### config.mk
export PLATFORM = sky130hd
export DESIGN_NAME = binary_gcd_lcm_unit_core
export DESIGN_NICKNAME = d
export VERILOG_FILES = /design/src/bglu_pkg.sv /design/src/bglu_ctrl.sv /design/src/bglu_dp.sv /design/src/binary_gcd_lcm_unit_core.sv
export SDC_FILE = /design/constraint.sdc
export NUM_CORES = 2
export LEC_CHECK = 0
export BUFFER_PORTS_ARGS = -buffer_cell sky130_fd_sc_hd__buf_2
export CAP_MARGIN = 10
export CORE_ASPECT_RATIO = 1.25
export CORE_MARGIN = 4
export CORE_UTILIZATION = 35
export CTS_CLUSTER_DIAMETER = 200
export DETAILED_ROUTE_END_ITERATION = 6
export PLACE_DENSITY = 0.49
export SETUP_SLACK_MARGIN = 0.05
export SYNTH_ARGS = -nofsm -noshare
export SYNTH_HDL_FRONTEND = slang
export SYNTH_SLANG_ARGS = --single-unit
### constraint.sdc
create_clock -name clk -period 11.8 [get_ports clk]
set_input_delay 1.77 -clock clk [delete_from_list [all_inputs] [get_ports clk]]
set_output_delay 1.77 -clock clk [all_outputs]
set_load 0.02 [all_outputs]
### src/bglu_pkg.sv
// Shared types and constants of the binary GCD/LCM unit.
`default_nettype none

package bglu_pkg;

  localparam int DATA_WIDTH_DEFAULT = 32;

  typedef enum logic [8:0] {
    ST_IDLE   = 9'b000000001,
    ST_CHECK  = 9'b000000010,
    ST_STRIP2 = 9'b000000100,
    ST_STRIPX = 9'b000001000,
    ST_STRIPY = 9'b000010000,
    ST_SUB    = 9'b000100000,
    ST_DIV    = 9'b001000000,
    ST_MUL    = 9'b010000000,
    ST_DONE   = 9'b100000000
  } state_t;

  typedef struct packed {
    logic load;
    logic zero_out;
    logic strip_both;
    logic strip_x;
    logic strip_y;
    logic sub;
    logic div_init;
    logic div_step;
    logic mul;
  } cmd_t;

  typedef struct packed {
    logic any_zero;
    logic both_even;
    logic x_even;
    logic y_even;
    logic x_eq_y;
    logic div_last;
  } status_t;

endpackage

`default_nettype wire

### src/bglu_ctrl.sv
// Controller state machine of the binary GCD/LCM unit.
`default_nettype none

module bglu_ctrl (
  input  wire logic             clk,
  input  wire logic             rst,
  input  wire logic             start,
  input  wire bglu_pkg::status_t status,
  output bglu_pkg::cmd_t        cmd,
  output logic                  busy,
  output logic                  done
);

  bglu_pkg::state_t state;
  bglu_pkg::state_t state_next;

  always_ff @(posedge clk) begin
    if (rst) begin
      state <= bglu_pkg::ST_IDLE;
    end else begin
      state <= state_next;
    end
  end

  always_comb begin
    state_next = state;
    cmd        = '0;
    unique case (state)
      bglu_pkg::ST_IDLE: begin
        if (start) begin
          cmd.load   = 1'b1;
          state_next = bglu_pkg::ST_CHECK;
        end
      end
      bglu_pkg::ST_CHECK: begin
        if (status.any_zero) begin
          cmd.zero_out = 1'b1;
          state_next   = bglu_pkg::ST_DONE;
        end else begin
          state_next = bglu_pkg::ST_STRIP2;
        end
      end
      bglu_pkg::ST_STRIP2: begin
        if (status.both_even) begin
          cmd.strip_both = 1'b1;
        end else begin
          state_next = bglu_pkg::ST_STRIPX;
        end
      end
      bglu_pkg::ST_STRIPX: begin
        if (status.x_even) begin
          cmd.strip_x = 1'b1;
        end else begin
          state_next = bglu_pkg::ST_STRIPY;
        end
      end
      bglu_pkg::ST_STRIPY: begin
        if (status.y_even) begin
          cmd.strip_y = 1'b1;
        end else begin
          state_next = bglu_pkg::ST_SUB;
        end
      end
      bglu_pkg::ST_SUB: begin
        if (status.x_eq_y) begin
          cmd.div_init = 1'b1;
          state_next   = bglu_pkg::ST_DIV;
        end else begin
          cmd.sub    = 1'b1;
          state_next = bglu_pkg::ST_STRIPY;
        end
      end
      bglu_pkg::ST_DIV: begin
        cmd.div_step = 1'b1;
        if (status.div_last) begin
          state_next = bglu_pkg::ST_MUL;
        end
      end
      bglu_pkg::ST_MUL: begin
        cmd.mul    = 1'b1;
        state_next = bglu_pkg::ST_DONE;
      end
      bglu_pkg::ST_DONE: begin
        state_next = bglu_pkg::ST_IDLE;
      end
      default: begin
        state_next = bglu_pkg::ST_IDLE;
      end
    endcase
  end

  assign busy = (state != bglu_pkg::ST_IDLE);
  assign done = (state == bglu_pkg::ST_DONE);

endmodule

`default_nettype wire

### src/bglu_dp.sv
// Datapath of the binary GCD/LCM unit: magnitudes, Stein loop, divider, multiplier.
`default_nettype none

module bglu_dp #(
  parameter int DATA_WIDTH = bglu_pkg::DATA_WIDTH_DEFAULT
) (
  input  wire logic                  clk,
  input  wire logic [DATA_WIDTH-1:0] operand_a,
  input  wire logic [DATA_WIDTH-1:0] operand_b,
  input  wire bglu_pkg::cmd_t        cmd,
  output bglu_pkg::status_t          status,
  output logic [DATA_WIDTH-1:0]      gcd_magnitude,
  output logic [DATA_WIDTH-1:0]      lcm_low_bits,
  output logic                       lcm_overflow
);

  localparam int W  = DATA_WIDTH;
  localparam int TW = $clog2(DATA_WIDTH);

  logic [W-1:0]   mag_a;
  logic [W-1:0]   mag_b;
  logic [W-1:0]   ma;
  logic [W-1:0]   mb;
  logic [W-1:0]   x;
  logic [W-1:0]   y;
  logic [TW-1:0]  twos;
  logic [W-1:0]   divisor;
  logic [W-1:0]   rem;
  logic [W-1:0]   quo;
  logic [TW-1:0]  cnt;
  logic [W:0]     rem_shift;
  logic [W:0]     rem_diff;
  logic [2*W-1:0] prod;

  assign mag_a = operand_a[W-1] ? (~operand_a + 1'b1) : operand_a;
  assign mag_b = operand_b[W-1] ? (~operand_b + 1'b1) : operand_b;

  assign rem_shift = {rem, quo[W-1]};
  assign rem_diff  = rem_shift - {1'b0, divisor};
  assign prod      = {{W{1'b0}}, quo} * {{W{1'b0}}, mb};

  always_ff @(posedge clk) begin
    if (cmd.load) begin
      ma   <= mag_a;
      mb   <= mag_b;
      x    <= mag_a;
      y    <= mag_b;
      twos <= '0;
    end
    if (cmd.zero_out) begin
      gcd_magnitude <= ma | mb;
      lcm_low_bits  <= '0;
      lcm_overflow  <= 1'b0;
    end
    if (cmd.strip_both) begin
      x    <= x >> 1;
      y    <= y >> 1;
      twos <= twos + 1'b1;
    end
    if (cmd.strip_x) begin
      x <= x >> 1;
    end
    if (cmd.strip_y) begin
      y <= y >> 1;
    end
    if (cmd.sub) begin
      if (x > y) begin
        x <= y;
        y <= x - y;
      end else begin
        y <= y - x;
      end
    end
    if (cmd.div_init) begin
      divisor       <= x << twos;
      gcd_magnitude <= x << twos;
      rem           <= '0;
      quo           <= ma;
      cnt           <= '0;
    end
    if (cmd.div_step) begin
      if (!rem_diff[W]) begin
        rem <= rem_diff[W-1:0];
        quo <= {quo[W-2:0], 1'b1};
      end else begin
        rem <= rem_shift[W-1:0];
        quo <= {quo[W-2:0], 1'b0};
      end
      cnt <= cnt + 1'b1;
    end
    if (cmd.mul) begin
      lcm_low_bits <= prod[W-1:0];
      lcm_overflow <= |prod[2*W-1:W-1];
    end
  end

  assign status.any_zero  = (ma == '0) || (mb == '0);
  assign status.both_even = !x[0] && !y[0];
  assign status.x_even    = !x[0];
  assign status.y_even    = !y[0];
  assign status.x_eq_y    = (x == y);
  assign status.div_last  = (cnt == TW'(W - 1));

endmodule

`default_nettype wire

### src/binary_gcd_lcm_unit_core.sv
// Top level of the binary GCD/LCM unit.
//
// Usage: present operand_a and operand_b (signed, two's complement) and raise
// start while busy is low; the request is taken at that clock edge. busy stays
// high until the result has been shown. The result appears on gcd_magnitude,
// lcm_low_bits and lcm_overflow for exactly one cycle, marked by done, and the
// receiver must take it then. One request is worked on at a time.
// Sequence: the Stein loop runs its shifts and subtracts, then the restoring
// divider divides |a| by the GCD, then the multiply step forms the LCM and
// the result state shows it. When either operand is zero, the controller
// goes from its check state straight to the result state.
// A new request can be taken in the cycle after done.
// Reset (rst, synchronous) returns the controller to idle; any request in
// flight is dropped.
`default_nettype none

module binary_gcd_lcm_unit_core #(
  parameter int DATA_WIDTH = bglu_pkg::DATA_WIDTH_DEFAULT
) (
  input  wire logic                         clk,
  input  wire logic                         rst,
  input  wire logic                         start,
  output logic                              busy,
  input  wire logic signed [DATA_WIDTH-1:0] operand_a,
  input  wire logic signed [DATA_WIDTH-1:0] operand_b,
  output logic                              done,
  output logic [DATA_WIDTH-1:0]             gcd_magnitude,
  output logic signed [DATA_WIDTH-1:0]      lcm_low_bits,
  output logic                              lcm_overflow
);

  bglu_pkg::cmd_t    cmd;
  bglu_pkg::status_t status;
  logic [DATA_WIDTH-1:0] lcm_bits;

  bglu_ctrl u_ctrl (
    .clk    (clk),
    .rst    (rst),
    .start  (start),
    .status (status),
    .cmd    (cmd),
    .busy   (busy),
    .done   (done)
  );

  bglu_dp #(
    .DATA_WIDTH (DATA_WIDTH)
  ) u_dp (
    .clk           (clk),
    .operand_a     ($unsigned(operand_a)),
    .operand_b     ($unsigned(operand_b)),
    .cmd           (cmd),
    .status        (status),
    .gcd_magnitude (gcd_magnitude),
    .lcm_low_bits  (lcm_bits),
    .lcm_overflow  (lcm_overflow)
  );

  assign lcm_low_bits = $signed(lcm_bits);

endmodule

`default_nettype wire

# Word-level counts from Yosys, hierarchy flattened
# Index checks and enable logic that the tools add are counted.
# op_classes
bitwise	3
muxes	51
n_addsub	7
mul	1
shift	1
n_reduce_logical	13
order_cmp	1
n_eq_ne	17
# ops
operator	n
32-bit 2-to-1 mux	21
9-bit one-hot mux with 8 select lines	1
32-bit by 1-bit adder with 32-bit output (second input constant)	2
32-bit logical NOT	2
32-bit by 32-bit multiplier with 64-bit output	1
32-bit inverter	2
32-bit subtractor	2
9-bit 2-to-1 mux	6
33-bit OR reduction	1
33-bit by 32-bit subtractor with 33-bit output	1
32-bit == test	1
32-bit greater-than comparator	1
32-bit OR	1
32-bit by 5-bit << shifter with 32-bit output	1
5-bit 2-to-1 mux	4
1-bit 2-to-1 mux	17
5-bit by 1-bit adder with 5-bit output (second input constant)	2
9-bit by 1-bit == test with 1-bit output (second input constant)	1
9-bit by 2-bit == test with 1-bit output (second input constant)	1
9-bit by 3-bit == test with 1-bit output (second input constant)	1
9-bit by 4-bit == test with 1-bit output (second input constant)	1
9-bit by 5-bit == test with 1-bit output (second input constant)	1
9-bit by 6-bit == test with 1-bit output (second input constant)	1
9-bit by 7-bit == test with 1-bit output (second input constant)	1
14 further kinds	21
# word_totals
register_bits	308
elab_cells	107
out_inout_bits	67
input_bits	67

# Depth between registers and ports, before layout
# logic_depth
depth_word	8
mapped_depth	31
mapped_depth_nobuf	29

# Hierarchy
# A second synthesis with hierarchy kept.
# unflattened
hier_cells	5758
hier_area_um2	53498.8
# modules_own_cells
mod	area_each_um2	seq_area_each_um2	n_inst	cells_each
bglu_dp	52883.2	8658.3	1	5684
bglu_ctrl	615.6	180.2	1	74

# Least setup slack after synthesis
# No wires, ideal clock.
# synth_path
path_kind	register to register
startpoint	reg u_dp.mb[8]
endpoint	reg u_dp.lcm_overflow, data pin
period_less_slack_ns	7.748
setup_time_ns	0.275
path_buffers	2
path_stages_with_launch	29
arrival_ns	7.473
slack_ns	4.052
required_ns	11.525
cell_sequence	edfxtp_1 clkbuf_1 nand2_1 fa_1 inv_1 fa_1 inv_1 fa_1 inv_1 fa_1 inv_1 fa_1 fa_1 fa_1 fa_1 inv_1 ha_1 buf_2 a21oi_2 nand2_1 a221oi_2 o211a_1 a21oi_1 o41a_1 nand2_1 nand4_1 or4_1 nor4_1 a41oi_1
# synth_between
elab_chain_cells	3
# synth_lines
element	line_no	text
start, declared	bglu_dp.sv:23	logic [W-1:0] mb;
start signal, assigned	bglu_dp.sv:45	mb <= mag_b;
32-bit by 32-bit multiplier with 64-bit output	bglu_dp.sv:40	assign prod = {{W{1'b0}}, quo} * {{W{1'b0}}, mb};
33-bit OR reduction	bglu_dp.sv:93	lcm_overflow <= |prod[2*W-1:W-1];
1-bit 2-to-1 mux	bglu_dp.sv:91	if (cmd.mul) begin
end signal, assigned	bglu_dp.sv:93	
end, declared	bglu_dp.sv:14	output logic lcm_overflow
# No other way between the ends.
# A chain may end at the register's enable or synchronous reset.

# Final worst setup path
# layout_path
startpoint	reg u_dp.quo[14]
endpoint	reg u_dp.lcm_overflow, data pin
# layout_between
elab_chain_cells	3
# layout_lines
element	line_no	text
start, declared	bglu_dp.sv:29	logic [W-1:0] quo;
start signal, assigned	bglu_dp.sv:78	quo <= ma;
start signal, assigned	bglu_dp.sv:84	quo <= {quo[W-2:0], 1'b1};
start signal, assigned	bglu_dp.sv:87	quo <= {quo[W-2:0], 1'b0};
32-bit by 32-bit multiplier with 64-bit output	bglu_dp.sv:40	
33-bit OR reduction	bglu_dp.sv:93	
1-bit 2-to-1 mux	bglu_dp.sv:91	
# No other way between the ends.

==> results.toml <==
[status]
status = "finished, final reports clean"

[grt]
track_usage = 0.235
grt_pass1_wl_um = 286000
grt_antenna_before_repair = 11
grt_pass1_vias = 44600
grt_max_degree = 70
grt-ovfl-total = 0

[worst_setup_path]
path_class = "register to register"
cp-start-kind = "register"
critPathMaxStageDelay_ns = 1.06
crit_path_frequent_cell = "fa_1"
r2r_end = "u_dp.lcm_overflow"
reg2reg_slack_ns = 2.12
reg2reg_from = "u_dp.quo[14]"
cp_max_fo = 19
arrival_ns = 10.01
rr_worst_depth = 26
crit_slowest_cell = "edfxtp_1"
crit_family = "adder cells"
critPathBufInv = 5
crit_start = "u_dp.quo[14]"
end_kind = "register"
crit_required_ns = 12.13

[synth]
syn_area_um2 = 54100
synthArstFlopShare = 0
ys_seq_elements = 308
synth.avg_cell_area_um2 = 9.11
syn_inst = 5938
netlist-cell-type-count = 100
ys_warn_count = 0
synth-main-ff-cell = "edfxtp_1"
yosysSeqAreaShare = 0.163
syn_nets = 7268
synth_edf_count = 267

[finish]
fillers = 15500
layout_commonest_cell = "fa_1"
fin_nets = 7202
area_delta_synth_final_pct = 7.69
drive_gt1_frac = 0.0650
final_cell_mix = "899 x fa_1, 896 x inv_1, 819 x nand2_1"

[place]
numPortBuffers = 133
dp_hpwl_um = 148000
pre_cts_ws_ns = 2.28
gp_congestion = 0.917

[clocking]
hold_buffers = 0
clk_latency_ns = 0.64
cts_resized = 0
cts_tree = "yes"
cts_made_buffers = 41
clk_pin_slew_ns = 0.06
cts.sinks = 308
clockRootBuffer = "clkbuf_16"
clockBufferDepth = 3
post_cts_buffers = 0
h-tree-depth = 2

[floorplanning]
core_area_um2 = 154000
io_pins = 134
start_util = 0.352
fp.dieW_um = 360
die_y_um = 447
dieArea_um2 = 161000
rows = 161

[drt]
drtIter0Drc = 2898
drt-total-wl_um = 190000
wl_per_cell_um = 23.9
ant_nets = 0
drt_pre_antenna_iters = 6
avgViaCountPerCell = 5.26
dr_total_vias = 41800
drc = 0

[sta]
fin_ws_ns = 2.12
clock_skew_ns = 0.0360
slew_headroom = 0.159
setup_viol = 0
fin_crit_sh = 0.820
tns_ns = 0
min_period_ns = 9.68
drv_slew = 0
tightest_slew_ns = 1.26
hold_viol = 0
rsz0062_at_grt = "false"
fmax_mhz = 103

[hold_path]
hold_depth = 1
hp-start = "u_dp.y[10]"
hold_path.class = "register to register"
hold_end = "u_dp.x[10]"

[run]
maxCapViolCount = 0
worst max-delay path by stage:
stage                        end  cells after the start
4_1_cts        u_dp.lcm_overflow                     26
5_1_grt        u_dp.lcm_overflow                     26
3_5_place_dp   u_dp.lcm_overflow                     26
2_1_floorplan  u_dp.lcm_overflow                     28
6_report       u_dp.lcm_overflow                     26
3_3_place_gp   u_dp.lcm_overflow                     26
routing by layer:
layer	vias to the layer above	wire, um	GRT usage
li1	18800	-	-
met3	312	10000	0.0301
met5	-	7	0
met2	1301	94600	0.415
met1	21400	77900	0.294
met4	2	7750	0.0834
state kept, by name (all words and copies together) (netlist names):
register and count:
u_dp.mb 32, u_dp.x 32, u_dp.quo 32, u_dp.gcd_magnitude 32, u_dp.divisor 32, u_dp.lcm_low_bits 32
u_dp.rem 32, u_dp.y 32, u_dp.cnt 5, u_dp.ma 32, u_ctrl.state 9, u_dp.lcm_overflow 1
u_dp.twos 5
Yosys cell counts, drive strengths merged, types with 38 or more instances:
library cell,n,share of area
o21ai,206,0.019
a21o,54,0.0075
nand4,41,0.0050
nor3,52,0.0050
ha,364,0.084
and2,579,0.067
nor4,39,0.0048
nand2b,39,0.0045
nand2,822,0.057
o31a,38,0.0062
buf,44,0.0042
dfxtp,41,0.015
clkbuf,290,0.020
edfxtp,267,0.15
a21oi,256,0.024
xor2,51,0.0083
mux2i,107,0.020
xnor2,111,0.018
inv,899,0.062
nor2,305,0.021
nand3,48,0.0044
fa,899,0.33
logic make-up (layout without fill, tap and decap cells):
kind of cell	after synthesis	after routing	share of synthesized area
simple gates	2028	2028	0.183
fa+ha+maj	1263	1263	0.417
buf+inv	1234	1200	0.0869
compound gates	802	802	0.0941
flops	308	308	0.163
xor+xnor	162	162	0.0262
mux	141	141	0.0297
other cells	0	6	0
through the flow:
| step | hold WS, ns | util | area [um2] | std cells |
|---|---|---|---|---|
| 2_1_floorplan | 0.485 | - | 54100 | 5938 |
| 3_3_place_gp | 0.531 | 0.369 | 56700 | 7865 |
| 3_5_place_dp | 0.541 | 0.369 | 56700 | 7865 |
| 4_1_cts | 0.546 | 0.379 | 58200 | 7940 |
| 5_1_grt | 0.554 | 0.379 | 58200 | 7943 |
| 6_report | 0.537 | 0.379 | 58200 | 7947 |
worst reg2reg max path: stages (launching register included):
cell	delay, ns
edfxtp_1	1.06
buf_4	0.45
and2_1	0.21
fa_1	0.45
fa_1	0.50
fa_1	0.52
inv_1	0.06
fa_1	0.48
inv_1	0.05
fa_1	0.50
fa_1	0.51
fa_1	0.49
inv_1	0.05
fa_1	0.60
inv_1	0.08
ha_1	0.43
nand4_1	0.31
nor4_1	0.33
a31oi_1	0.22
and4_1	0.31
o21ai_1	0.28
a21oi_1	0.15
xor2_1	0.25
nand4_1	0.17
or4_1	0.57
nor4_1	0.23
a41oi_1	0.15
area by class of cell:
| class | count | area (um2) | area share |
|---|---|---|---|
| clock inverters | 26 | 413 | 0.00709 |
| clock buffers | 49 | 1060 | 0.0181 |
| inverters | 900 | 3380 | 0.0580 |
| well taps | 2037 | 2550 | 0.0438 |
| multi-input cells | 4396 | 40600 | 0.697 |
| flip-flops and latches | 308 | 8840 | 0.152 |
| diodes | 6 | 15.0 | 0.000258 |
| repair buffers | 225 | 1380 | 0.0236 |
Power is not shown: default switching activity piles up to over one toggle a cycle in this logic, so the estimate is an artifact.
